[src/rcs_pkg.sv]
`timescale 1ns / 1ps
package rcs_pkg;

   localparam int unsigned CSID_W      = 17;
   localparam int unsigned LEN_W       = 24;
   localparam int unsigned IDX_W       = 5;
   localparam int unsigned REQ_DATA_W  = 128;
   localparam int unsigned CSR_ADDR_W  = 3;
   localparam int unsigned CSR_DATA_W  = 32;

   localparam logic [23:0] TS_SAT           = 24'hFFFFFF;
   localparam logic [23:0] CHUNK_SIZE_RESET = 24'd128;

   // basic header id ranges
   localparam logic [16:0] CSID_TWO_BYTE_MIN   = 17'd64;
   localparam logic [16:0] CSID_THREE_BYTE_MIN = 17'd320;
   localparam logic [16:0] CSID_BIAS           = 17'd64;

   localparam logic [1:0] FMT_TYPE0 = 2'd0;
   localparam logic [1:0] FMT_TYPE3 = 2'd3;

   localparam logic [IDX_W-1:0] TYPE0_FIXED_LEN = 5'd11;
   localparam logic [IDX_W-1:0] EXT_TS_LEN      = 5'd4;

   typedef enum logic [0:0] {
      CSR_CHUNK_SIZE = 1'b0
   } csr_index_type;

   typedef struct packed {
      logic [7:0] out_byte;
      logic       is_header;
      logic       end_of_message;
      logic       last_of_run;
   } beat_type;

endpackage

[src/rcs_csr.sv]
`timescale 1ns / 1ps
module rcs_csr (
   input  logic                            clock,
   input  logic                            reset,
   input  logic                            csr_psel,
   input  logic                            csr_penable,
   input  logic                            csr_pwrite,
   input  logic [rcs_pkg::CSR_ADDR_W-1:0]  csr_paddr,
   input  logic [rcs_pkg::CSR_DATA_W-1:0]  csr_pwdata,
   output logic [rcs_pkg::CSR_DATA_W-1:0]  csr_prdata,
   output logic                            csr_pready,
   output logic [rcs_pkg::LEN_W-1:0]       chunk_size
);
   import rcs_pkg::*;

   logic [LEN_W-1:0] chunk_size_ff, chunk_size_in;
   csr_index_type    index;
   logic             write_en;

   assign csr_pready = 1'b1;
   assign index      = csr_index_type'(csr_paddr[2]);
   assign write_en   = csr_psel && csr_penable && csr_pwrite && csr_pready;

   always_comb begin
      chunk_size_in = chunk_size_ff;
      csr_prdata    = '0;
      unique case (index)
         CSR_CHUNK_SIZE: begin
            csr_prdata = {{(CSR_DATA_W-LEN_W){1'b0}}, chunk_size_ff};
            if (write_en) begin
               chunk_size_in = csr_pwdata[LEN_W-1:0];
            end
         end
         default: begin
            csr_prdata = '0;
         end
      endcase
   end

   always_ff @(posedge clock) begin
      if (reset) begin
         chunk_size_ff <= CHUNK_SIZE_RESET;
      end else begin
         chunk_size_ff <= chunk_size_in;
      end
   end

   assign chunk_size = chunk_size_ff;

endmodule

[src/rcs_framer.sv]
`timescale 1ns / 1ps
module rcs_framer (
   input  logic                        clock,
   input  logic                        reset,
   input  logic [rcs_pkg::LEN_W-1:0]   chunk_size,
   input  logic                        in_valid,
   output logic                        in_ready,
   input  logic [7:0]                  data_byte,
   input  logic                        start_of_message,
   input  logic [rcs_pkg::CSID_W-1:0]  chunk_stream_id,
   input  logic [31:0]                 timestamp,
   input  logic [31:0]                 message_stream_id,
   input  logic [7:0]                  message_type,
   input  logic [rcs_pkg::LEN_W-1:0]   message_length,
   output logic                        beat_valid,
   output rcs_pkg::beat_type           beat,
   input  logic                        beat_ready
);
   import rcs_pkg::*;

   typedef struct packed {
      logic [7:0]       data;
      logic             eom;
      logic [2:0][7:0]  basic;
      logic [1:0]       basic_len;
      logic [IDX_W-1:0] hdr_len;
      logic [31:0]      ts;
      logic [31:0]      msid;
      logic [7:0]       mtype;
      logic [LEN_W-1:0] mlen;
   } item_type;

   logic [CSID_W-1:0] active_id_ff, active_id_in;
   logic [LEN_W-1:0]  msg_left_ff, msg_left_in;
   logic [LEN_W-1:0]  chunk_left_ff, chunk_left_in;
   logic              item_valid_ff, item_valid_in;
   item_type          item_ff, item_in;
   logic [IDX_W-1:0]  idx_ff, idx_in;

   logic              accept, drop, load, emit, finish;
   logic [CSID_W-1:0] id;
   logic [CSID_W-1:0] biased;
   logic [1:0]        fmt;
   logic [2:0][7:0]   basic;
   logic [1:0]        basic_len;
   logic              ext_ts;
   logic [LEN_W-1:0]  reload;
   logic [IDX_W-1:0]  tail_idx;
   logic [23:0]       t24;

   // basic header for either a new message or a chunk continuation
   assign id     = start_of_message ? chunk_stream_id : active_id_ff;
   assign fmt    = start_of_message ? FMT_TYPE0 : FMT_TYPE3;
   assign biased = id - CSID_BIAS;

   always_comb begin
      basic = '0;
      if (id >= CSID_THREE_BYTE_MIN) begin
         basic[0]  = {fmt, 6'd1};
         basic[1]  = biased[7:0];
         basic[2]  = biased[15:8];
         basic_len = 2'd3;
      end else if (id >= CSID_TWO_BYTE_MIN) begin
         basic[0]  = {fmt, 6'd0};
         basic[1]  = biased[7:0];
         basic_len = 2'd2;
      end else begin
         basic[0]  = {fmt, id[5:0]};
         basic_len = 2'd1;
      end
   end

   assign ext_ts = (timestamp[31:24] != 8'd0) || (timestamp[23:0] == TS_SAT);
   // chunk size zero acts as one
   assign reload = (chunk_size == '0) ? '0 : chunk_size - 1'b1;

   always_comb begin
      drop           = 1'b1;
      active_id_in   = active_id_ff;
      msg_left_in    = msg_left_ff;
      chunk_left_in  = chunk_left_ff;
      item_in        = '0;
      item_in.data   = data_byte;
      item_in.basic  = basic;
      item_in.basic_len = basic_len;
      item_in.ts     = timestamp;
      item_in.msid   = message_stream_id;
      item_in.mtype  = message_type;
      item_in.mlen   = message_length;
      if (start_of_message) begin
         msg_left_in   = '0;
         chunk_left_in = '0;
         if (message_length != '0) begin
            drop            = 1'b0;
            active_id_in    = chunk_stream_id;
            item_in.hdr_len = {3'b000, basic_len} + TYPE0_FIXED_LEN
                              + (ext_ts ? EXT_TS_LEN : '0);
            msg_left_in     = message_length - 1'b1;
            chunk_left_in   = reload;
            item_in.eom     = (message_length == 24'd1);
         end
      end else if (msg_left_ff != '0) begin
         drop        = 1'b0;
         msg_left_in = msg_left_ff - 1'b1;
         item_in.eom = (msg_left_ff == 24'd1);
         if (chunk_left_ff == '0) begin
            item_in.hdr_len = {3'b000, basic_len};
            chunk_left_in   = reload;
         end else begin
            chunk_left_in = chunk_left_ff - 1'b1;
         end
      end
   end

   // one byte leaves per cycle the output stage can take
   assign emit     = item_valid_ff && beat_ready;
   assign finish   = emit && (idx_ff == item_ff.hdr_len);
   assign in_ready = !item_valid_ff || finish;
   assign accept   = in_valid && in_ready;
   assign load     = accept && !drop;

   always_comb begin
      item_valid_in = item_valid_ff;
      idx_in        = idx_ff;
      if (load) begin
         item_valid_in = 1'b1;
         idx_in        = '0;
      end else if (finish) begin
         item_valid_in = 1'b0;
      end else if (emit) begin
         idx_in = idx_ff + 1'b1;
      end
   end

   assign tail_idx = idx_ff - {3'b000, item_ff.basic_len};
   assign t24      = (item_ff.ts[31:24] != 8'd0) ? TS_SAT : item_ff.ts[23:0];

   always_comb begin
      beat_valid          = emit;
      beat.is_header      = 1'b0;
      beat.end_of_message = 1'b0;
      beat.last_of_run    = 1'b0;
      beat.out_byte       = item_ff.data;
      if (idx_ff < item_ff.hdr_len) begin
         beat.is_header = 1'b1;
         if (idx_ff < {3'b000, item_ff.basic_len}) begin
            beat.out_byte = item_ff.basic[idx_ff[1:0]];
         end else begin
            case (tail_idx)
               5'd0:    beat.out_byte = t24[23:16];
               5'd1:    beat.out_byte = t24[15:8];
               5'd2:    beat.out_byte = t24[7:0];
               5'd3:    beat.out_byte = item_ff.mlen[23:16];
               5'd4:    beat.out_byte = item_ff.mlen[15:8];
               5'd5:    beat.out_byte = item_ff.mlen[7:0];
               5'd6:    beat.out_byte = item_ff.mtype;
               5'd7:    beat.out_byte = item_ff.msid[7:0];
               5'd8:    beat.out_byte = item_ff.msid[15:8];
               5'd9:    beat.out_byte = item_ff.msid[23:16];
               5'd10:   beat.out_byte = item_ff.msid[31:24];
               5'd11:   beat.out_byte = item_ff.ts[31:24];
               5'd12:   beat.out_byte = item_ff.ts[23:16];
               5'd13:   beat.out_byte = item_ff.ts[15:8];
               5'd14:   beat.out_byte = item_ff.ts[7:0];
               default: beat.out_byte = 8'd0;
            endcase
         end
      end else begin
         beat.end_of_message = item_ff.eom;
         beat.last_of_run    = 1'b1;
      end
   end

   always_ff @(posedge clock) begin
      if (reset) begin
         active_id_ff  <= '0;
         msg_left_ff   <= '0;
         chunk_left_ff <= '0;
         item_valid_ff <= 1'b0;
         idx_ff        <= '0;
      end else begin
         if (accept) begin
            active_id_ff  <= active_id_in;
            msg_left_ff   <= msg_left_in;
            chunk_left_ff <= chunk_left_in;
         end
         item_valid_ff <= item_valid_in;
         idx_ff        <= idx_in;
      end
   end

   always_ff @(posedge clock) begin
      if (load) begin
         item_ff <= item_in;
      end
   end

endmodule

[src/rcs_out_stage.sv]
`timescale 1ns / 1ps
module rcs_out_stage (
   input  logic              clock,
   input  logic              reset,
   input  logic              in_valid,
   output logic              in_ready,
   input  rcs_pkg::beat_type beat,
   output logic              rsp_tvalid,
   input  logic              rsp_tready,
   output logic [7:0]        rsp_tdata,
   output logic [1:0]        rsp_tuser,
   output logic              rsp_tlast
);
   import rcs_pkg::*;

   logic     valid_ff, valid_in;
   beat_type beat_ff;

   assign in_ready = !valid_ff || rsp_tready;

   always_comb begin
      valid_in = valid_ff;
      if (in_valid && in_ready) begin
         valid_in = 1'b1;
      end else if (rsp_tready) begin
         valid_in = 1'b0;
      end
   end

   always_ff @(posedge clock) begin
      if (reset) begin
         valid_ff <= 1'b0;
      end else begin
         valid_ff <= valid_in;
      end
   end

   always_ff @(posedge clock) begin
      if (in_valid && in_ready) begin
         beat_ff <= beat;
      end
   end

   assign rsp_tvalid = valid_ff;
   assign rsp_tdata  = beat_ff.out_byte;
   assign rsp_tuser  = {beat_ff.end_of_message, beat_ff.is_header};
   assign rsp_tlast  = beat_ff.last_of_run;

endmodule

[src/rtmp_chunk_segmenter.sv]
`timescale 1ns / 1ps
// chunk stream packetizer: one message payload byte per req item, chunked bytes out on rsp
// req channel: first byte of a message has tuser set and carries the chunk stream id,
//   timestamp, message stream id, type and length in tdata; later bytes use only tdata[7:0]
// rsp channel: one output byte per item; tuser marks header bytes and the final payload
//   byte of the message, tlast marks the payload byte that closes each input's run
// a first byte yields a type-0 header of 12 to 18 bytes plus the payload byte; a byte at a
//   chunk boundary yields a 1 to 3 byte type-3 header plus the payload byte
// an accepted item sits in the item register; its bytes reach rsp via the output register
// throughput: one output byte per cycle while rsp is not stalled, so plain payload bytes
//   stream at one item per cycle; an item with a header holds the input while it is sent
// items outside a message, and starts with zero length, are taken and dropped at once
// a stall on rsp holds the output register; the header sequencer waits, and req backs up
//   once the held item is still being serialized
// reset clears the message state and both stages; chunk_size returns to 128
// csr: chunk_size at byte address 0, written on the access cycle, pready always high
module rtmp_chunk_segmenter (
   input  logic                                clock,
   input  logic                                reset,
   // req_tdata fields from bit 0: data_byte, chunk_stream_id, timestamp,
   // message_stream_id, message_type, message_length, zero fill
   input  logic                                req_tvalid,
   output logic                                req_tready,
   input  logic [rcs_pkg::REQ_DATA_W-1:0]      req_tdata,
   input  logic                                req_tuser,   // start_of_message
   output logic                                rsp_tvalid,
   input  logic                                rsp_tready,
   output logic [7:0]                          rsp_tdata,   // out_byte
   output logic [1:0]                          rsp_tuser,   // is_header, end_of_message
   output logic                                rsp_tlast,   // last_of_run
   input  logic                                csr_psel,
   input  logic                                csr_penable,
   input  logic                                csr_pwrite,
   input  logic [rcs_pkg::CSR_ADDR_W-1:0]      csr_paddr,
   input  logic [rcs_pkg::CSR_DATA_W-1:0]      csr_pwdata,
   output logic [rcs_pkg::CSR_DATA_W-1:0]      csr_prdata,
   output logic                                csr_pready
);
   import rcs_pkg::*;

   logic [LEN_W-1:0] chunk_size;
   logic             beat_valid, beat_ready;
   beat_type         beat;

   // configuration register
   rcs_csr u_csr (
      .clock       (clock),
      .reset       (reset),
      .csr_psel    (csr_psel),
      .csr_penable (csr_penable),
      .csr_pwrite  (csr_pwrite),
      .csr_paddr   (csr_paddr),
      .csr_pwdata  (csr_pwdata),
      .csr_prdata  (csr_prdata),
      .csr_pready  (csr_pready),
      .chunk_size  (chunk_size)
   );

   // message tracking, item register and header byte sequencing
   rcs_framer u_framer (
      .clock             (clock),
      .reset             (reset),
      .chunk_size        (chunk_size),
      .in_valid          (req_tvalid),
      .in_ready          (req_tready),
      .data_byte         (req_tdata[7:0]),
      .start_of_message  (req_tuser),
      .chunk_stream_id   (req_tdata[24:8]),
      .timestamp         (req_tdata[56:25]),
      .message_stream_id (req_tdata[88:57]),
      .message_type      (req_tdata[96:89]),
      .message_length    (req_tdata[120:97]),
      .beat_valid        (beat_valid),
      .beat              (beat),
      .beat_ready        (beat_ready)
   );

   // result register facing the rsp channel
   rcs_out_stage u_out (
      .clock      (clock),
      .reset      (reset),
      .in_valid   (beat_valid),
      .in_ready   (beat_ready),
      .beat       (beat),
      .rsp_tvalid (rsp_tvalid),
      .rsp_tready (rsp_tready),
      .rsp_tdata  (rsp_tdata),
      .rsp_tuser  (rsp_tuser),
      .rsp_tlast  (rsp_tlast)
   );

endmodule

[config.mk]
export PLATFORM = sky130hd
export DESIGN_NAME = rtmp_chunk_segmenter
export DESIGN_NICKNAME = d
export VERILOG_FILES = /design/src/rcs_pkg.sv /design/src/rcs_csr.sv /design/src/rcs_framer.sv /design/src/rcs_out_stage.sv /design/src/rtmp_chunk_segmenter.sv
export SDC_FILE = /design/constraint.sdc
export NUM_CORES = 1
export LEC_CHECK = 0
export BUFFER_PORTS_ARGS = -buffer_cell sky130_fd_sc_hd__clkbuf_2
export CAP_MARGIN = 30
export CORE_ASPECT_RATIO = 1.75
export CORE_UTILIZATION = 55
export DETAILED_ROUTE_END_ITERATION = 7
export PLACE_DENSITY = 0.77
export REMOVE_ABC_BUFFERS = 1
export SYNTH_ARGS = -nofsm -noshare
export SYNTH_HDL_FRONTEND = slang
export SYNTH_SLANG_ARGS = --single-unit
[constraint.sdc]
create_clock -name clock -period 9.4 [get_ports clock]
set_input_delay 0.94 -clock clock [delete_from_list [all_inputs] [get_ports clock]]
set_output_delay 0.94 -clock clock [all_outputs]
set_load 0.01 [all_outputs]
==> results.toml <==
[grt]
grt_pass1_wl_um = 61900
antenna_found_initial = 0
grt_max_degree = 77
grt_util_all_layers_pct = 33.0
overflow = 0
grt_pass1_vias = 11400

[routing]
dr_total_vias = 11600
dr.pass1.iters = 5
drtAntennaViolNets = 0
wirelength_um = 40600
vias_per_cell = 6.18
drc = 0
drt-initial-drc-count = 1005
wl_per_cell_um = 21.5

[timing]
fin_setup_tns_ns = 0
rsz0062_at_grt = "false"
clock_skew_ns = 0.0132
tightest_slew_ns = 1.01
finalHoldViolations = 0
setup_ws_ns = 4.89
finalSetupViolations = 0
period_needed_ns = 4.51
slew_headroom_pct = 31.8
fmax_mhz = 222
fin_crit_sh_pct = 47.9
slew_viol_final = 0

[power_and_ir_drop]
powerDensity_mw_per_mm2 = 189
peakVddDrop_v = 0.000141
power_leakage_uw = 0.00568

[clock_tree]
htree_levels = 1
cts_setup_buffers = 0
cts_tree = "built"
path_clk_slew_ns = 0.06
cts_resized = 0
clock_sinks = 242
cts_made_buffers = 24
cts_max_path_buffers = 3
insertion_delay_ns = 0.54
cts_root_buffer = "clkbuf_16"
ctsHoldBuffers = 0

[hold_path]
hp-class = "flip-flop to flip-flop"
min-delay-start = "u_framer.active_id_ff[11]$_SDFFE_PP0P_"
worst_hold_path.endpoint = "u_framer.active_id_ff[11]$_SDFFE_PP0P_"
whs_path_depth = 2

[synthesis]
async_reset_ff_share_pct = 0
synth_top_flop_cell = "edfxtp_1"
synth_edf_count = 146
syn-cell-area_mm2 = 0.0132
ys_seq_area_share_pct = 47.8
syn_inst = 1406
ys_seq_elements = 242
yosysUniqueCellTypes = 90
yosysWarnings = 0
postSynthAreaPerCell_um2 = 9.39

[placement]
dp_hpwl_um = 29800
io_buffers = 190
dp_slack_ns = 4.96
dpl_cell_area_mm2 = 0.0144
gp_congestion = 0.982

[die]
rows = 74
core_area_mm2 = 0.0234
ios = 217
start_util_pct = 56.3
dieArea_mm2 = 0.0246
fp.dieH_um = 207
die_x_um = 119

[critical_path]
reg2reg_to = "u_out.rsp_tdata[4]$_DFFE_PP_"
cp_max_fo = 19
cp-end-kind = "flip-flop"
reg2reg_depth = 9
reg2reg_slack_ns = 4.89
crit_type = "flip-flop to flip-flop"
worst_r2r_startpoint = "u_framer.idx_ff[0]$_SDFFE_PP0P_"
crit_required_ns = 9.64
arrival_ns = 4.75
cp-start-kind = "flip-flop"

[cells_and_area]
drive_gt1_share_pct = 18.5
final_cell_mix = "190 x clkbuf_2, 149 x nor2_1, 147 x nand2_1"
antennaDiodeCount = 0
fillers = 1930
final_common_cell = "clkbuf_2"
utilization_pct = 65.1
finalInstanceArea_mm2 = 0.0152
finalNetCount = 1752
synthToLayoutAreaGrowth_pct = 15.5

[outcome]
status = "finished, final reports clean"

[job]
drv_cap = 0
cells by family after synthesis:
group	count (synthesis)	synth area share, %
other	2	0.0569
flip-flops	242	47.8
buffers and inverters	113	3.69
AO/OA/AOI/OAI	326	15.4
multiplexers	49	3.99
XOR/XNOR	59	3.92
adder cells (fa/ha/maj)	19	1.86
AND/OR/NAND/NOR	596	23.3
Yosys cell counts, drive strengths merged, types with 10 or more instances:
library cell | count | share of area (%)
nor3b | 10 | 0.64
xor2 | 25 | 1.7
or3 | 15 | 0.76
o22ai | 22 | 1.0
nand3 | 53 | 2.0
a21oi | 108 | 4.1
nor2b | 35 | 1.7
a22oi | 18 | 1.0
ha | 18 | 1.7
inv | 22 | 0.63
buf | 29 | 1.3
edfxtp | 146 | 33
nor3 | 66 | 2.8
a31oi | 20 | 0.95
dfxtp | 96 | 15
nor4 | 33 | 2.0
and2 | 11 | 0.52
nand2 | 148 | 4.2
nand2b | 10 | 0.47
mux2i | 38 | 2.9
clkbuf | 59 | 1.7
nor2 | 150 | 4.3
xnor2 | 34 | 2.3
o21ai | 75 | 2.9
nand4 | 19 | 1.0
nand3b | 11 | 0.63
final cells by class:
class | instances | area, um2 | area share, %
Multi-Input combinational cell | 1059 | 6450 | 42.3
Clock inverter | 10 | 179 | 1.17
Clock buffer | 34 | 703 | 4.61
Inverter | 25 | 96.3 | 0.632
Sequential cell | 242 | 6310 | 41.4
Tap cell | 304 | 380 | 2.49
Timing Repair Buffer | 210 | 1130 | 7.43
metrics by stage:
| stage | std cells | power, uW | hold slack, ns |
|---|---|---|---|
| 6_report | 1884 | 2890 | 0.459 |
| 5_1_grt | 1884 | 2990 | 0.493 |
| 4_1_cts | 1884 | 2890 | 0.458 |
| 3_5_place_dp | 1840 | 1810 | 0.449 |
| 3_3_place_gp | 1837 | 1800 | 0.441 |
| 2_1_floorplan | 1326 | 1620 | 0.430 |
power breakdown:
group	leakage [uW]	switching (uW)	internal (uW)
clock	0.000429	423	660
combinational	0.00309	340	192
sequential	0.00216	54.5	1220
flip-flops by register name, indices dropped and copies added, names as in the netlist:
signal and cells:
u_framer.chunk_left_ff 24, u_out.rsp_tdata 8, u_framer.item_valid_ff 1, u_out.rsp_tvalid 1, u_csr.chunk_size 24, u_framer.item_ff 135
u_out.rsp_tuser 2, u_framer.idx_ff 5, u_framer.active_id_ff 17, u_out.rsp_tlast 1, u_framer.msg_left_ff 24
worst max path at each step:
stage | start | slack [ns] | depth (start not counted) | to
after floorplan | rsp_tready | 4.06 | 7 | u_framer.msg_left_ff[23]$_SDFFE_PP0P_
after global placement | u_framer.idx_ff[0]$_SDFFE_PP0P_ | 4.73 | 9 | u_out.rsp_tdata[4]$_DFFE_PP_
after detailed placement | u_framer.idx_ff[0]$_SDFFE_PP0P_ | 4.96 | 9 | u_out.rsp_tdata[4]$_DFFE_PP_
after CTS | u_framer.idx_ff[0]$_SDFFE_PP0P_ | 4.92 | 9 | u_out.rsp_tdata[4]$_DFFE_PP_
after global routing | u_framer.idx_ff[0]$_SDFFE_PP0P_ | 4.76 | 9 | u_out.rsp_tdata[4]$_DFFE_PP_
final | u_framer.idx_ff[0]$_SDFFE_PP0P_ | 4.89 | 9 | u_out.rsp_tdata[4]$_DFFE_PP_
metal layers:
metal	wire [um]	vias up	part of all wire [%]	GRT usage [%]
met4	3160	0	7.8	25.0
met5	0	-	0	0
met2	21300	477	52	62.6
met3	2090	135	5.2	4.07
li1	-	5496	-	-
met1	14000	5530	35	32.5
worst max-delay path: stages, from the launching register on:
cell and delay [ns]:
dfxtp_1 0.62, inv_1 0.13, ha_1 0.28, fa_1 0.71, nor3b_2 0.31, xor2_1 0.67, nor2_1 0.27, a32o_1 0.32
a211oi_1 0.68, a32oi_1 0.21
No activity file was read; power rests on OpenSTA's default activity.
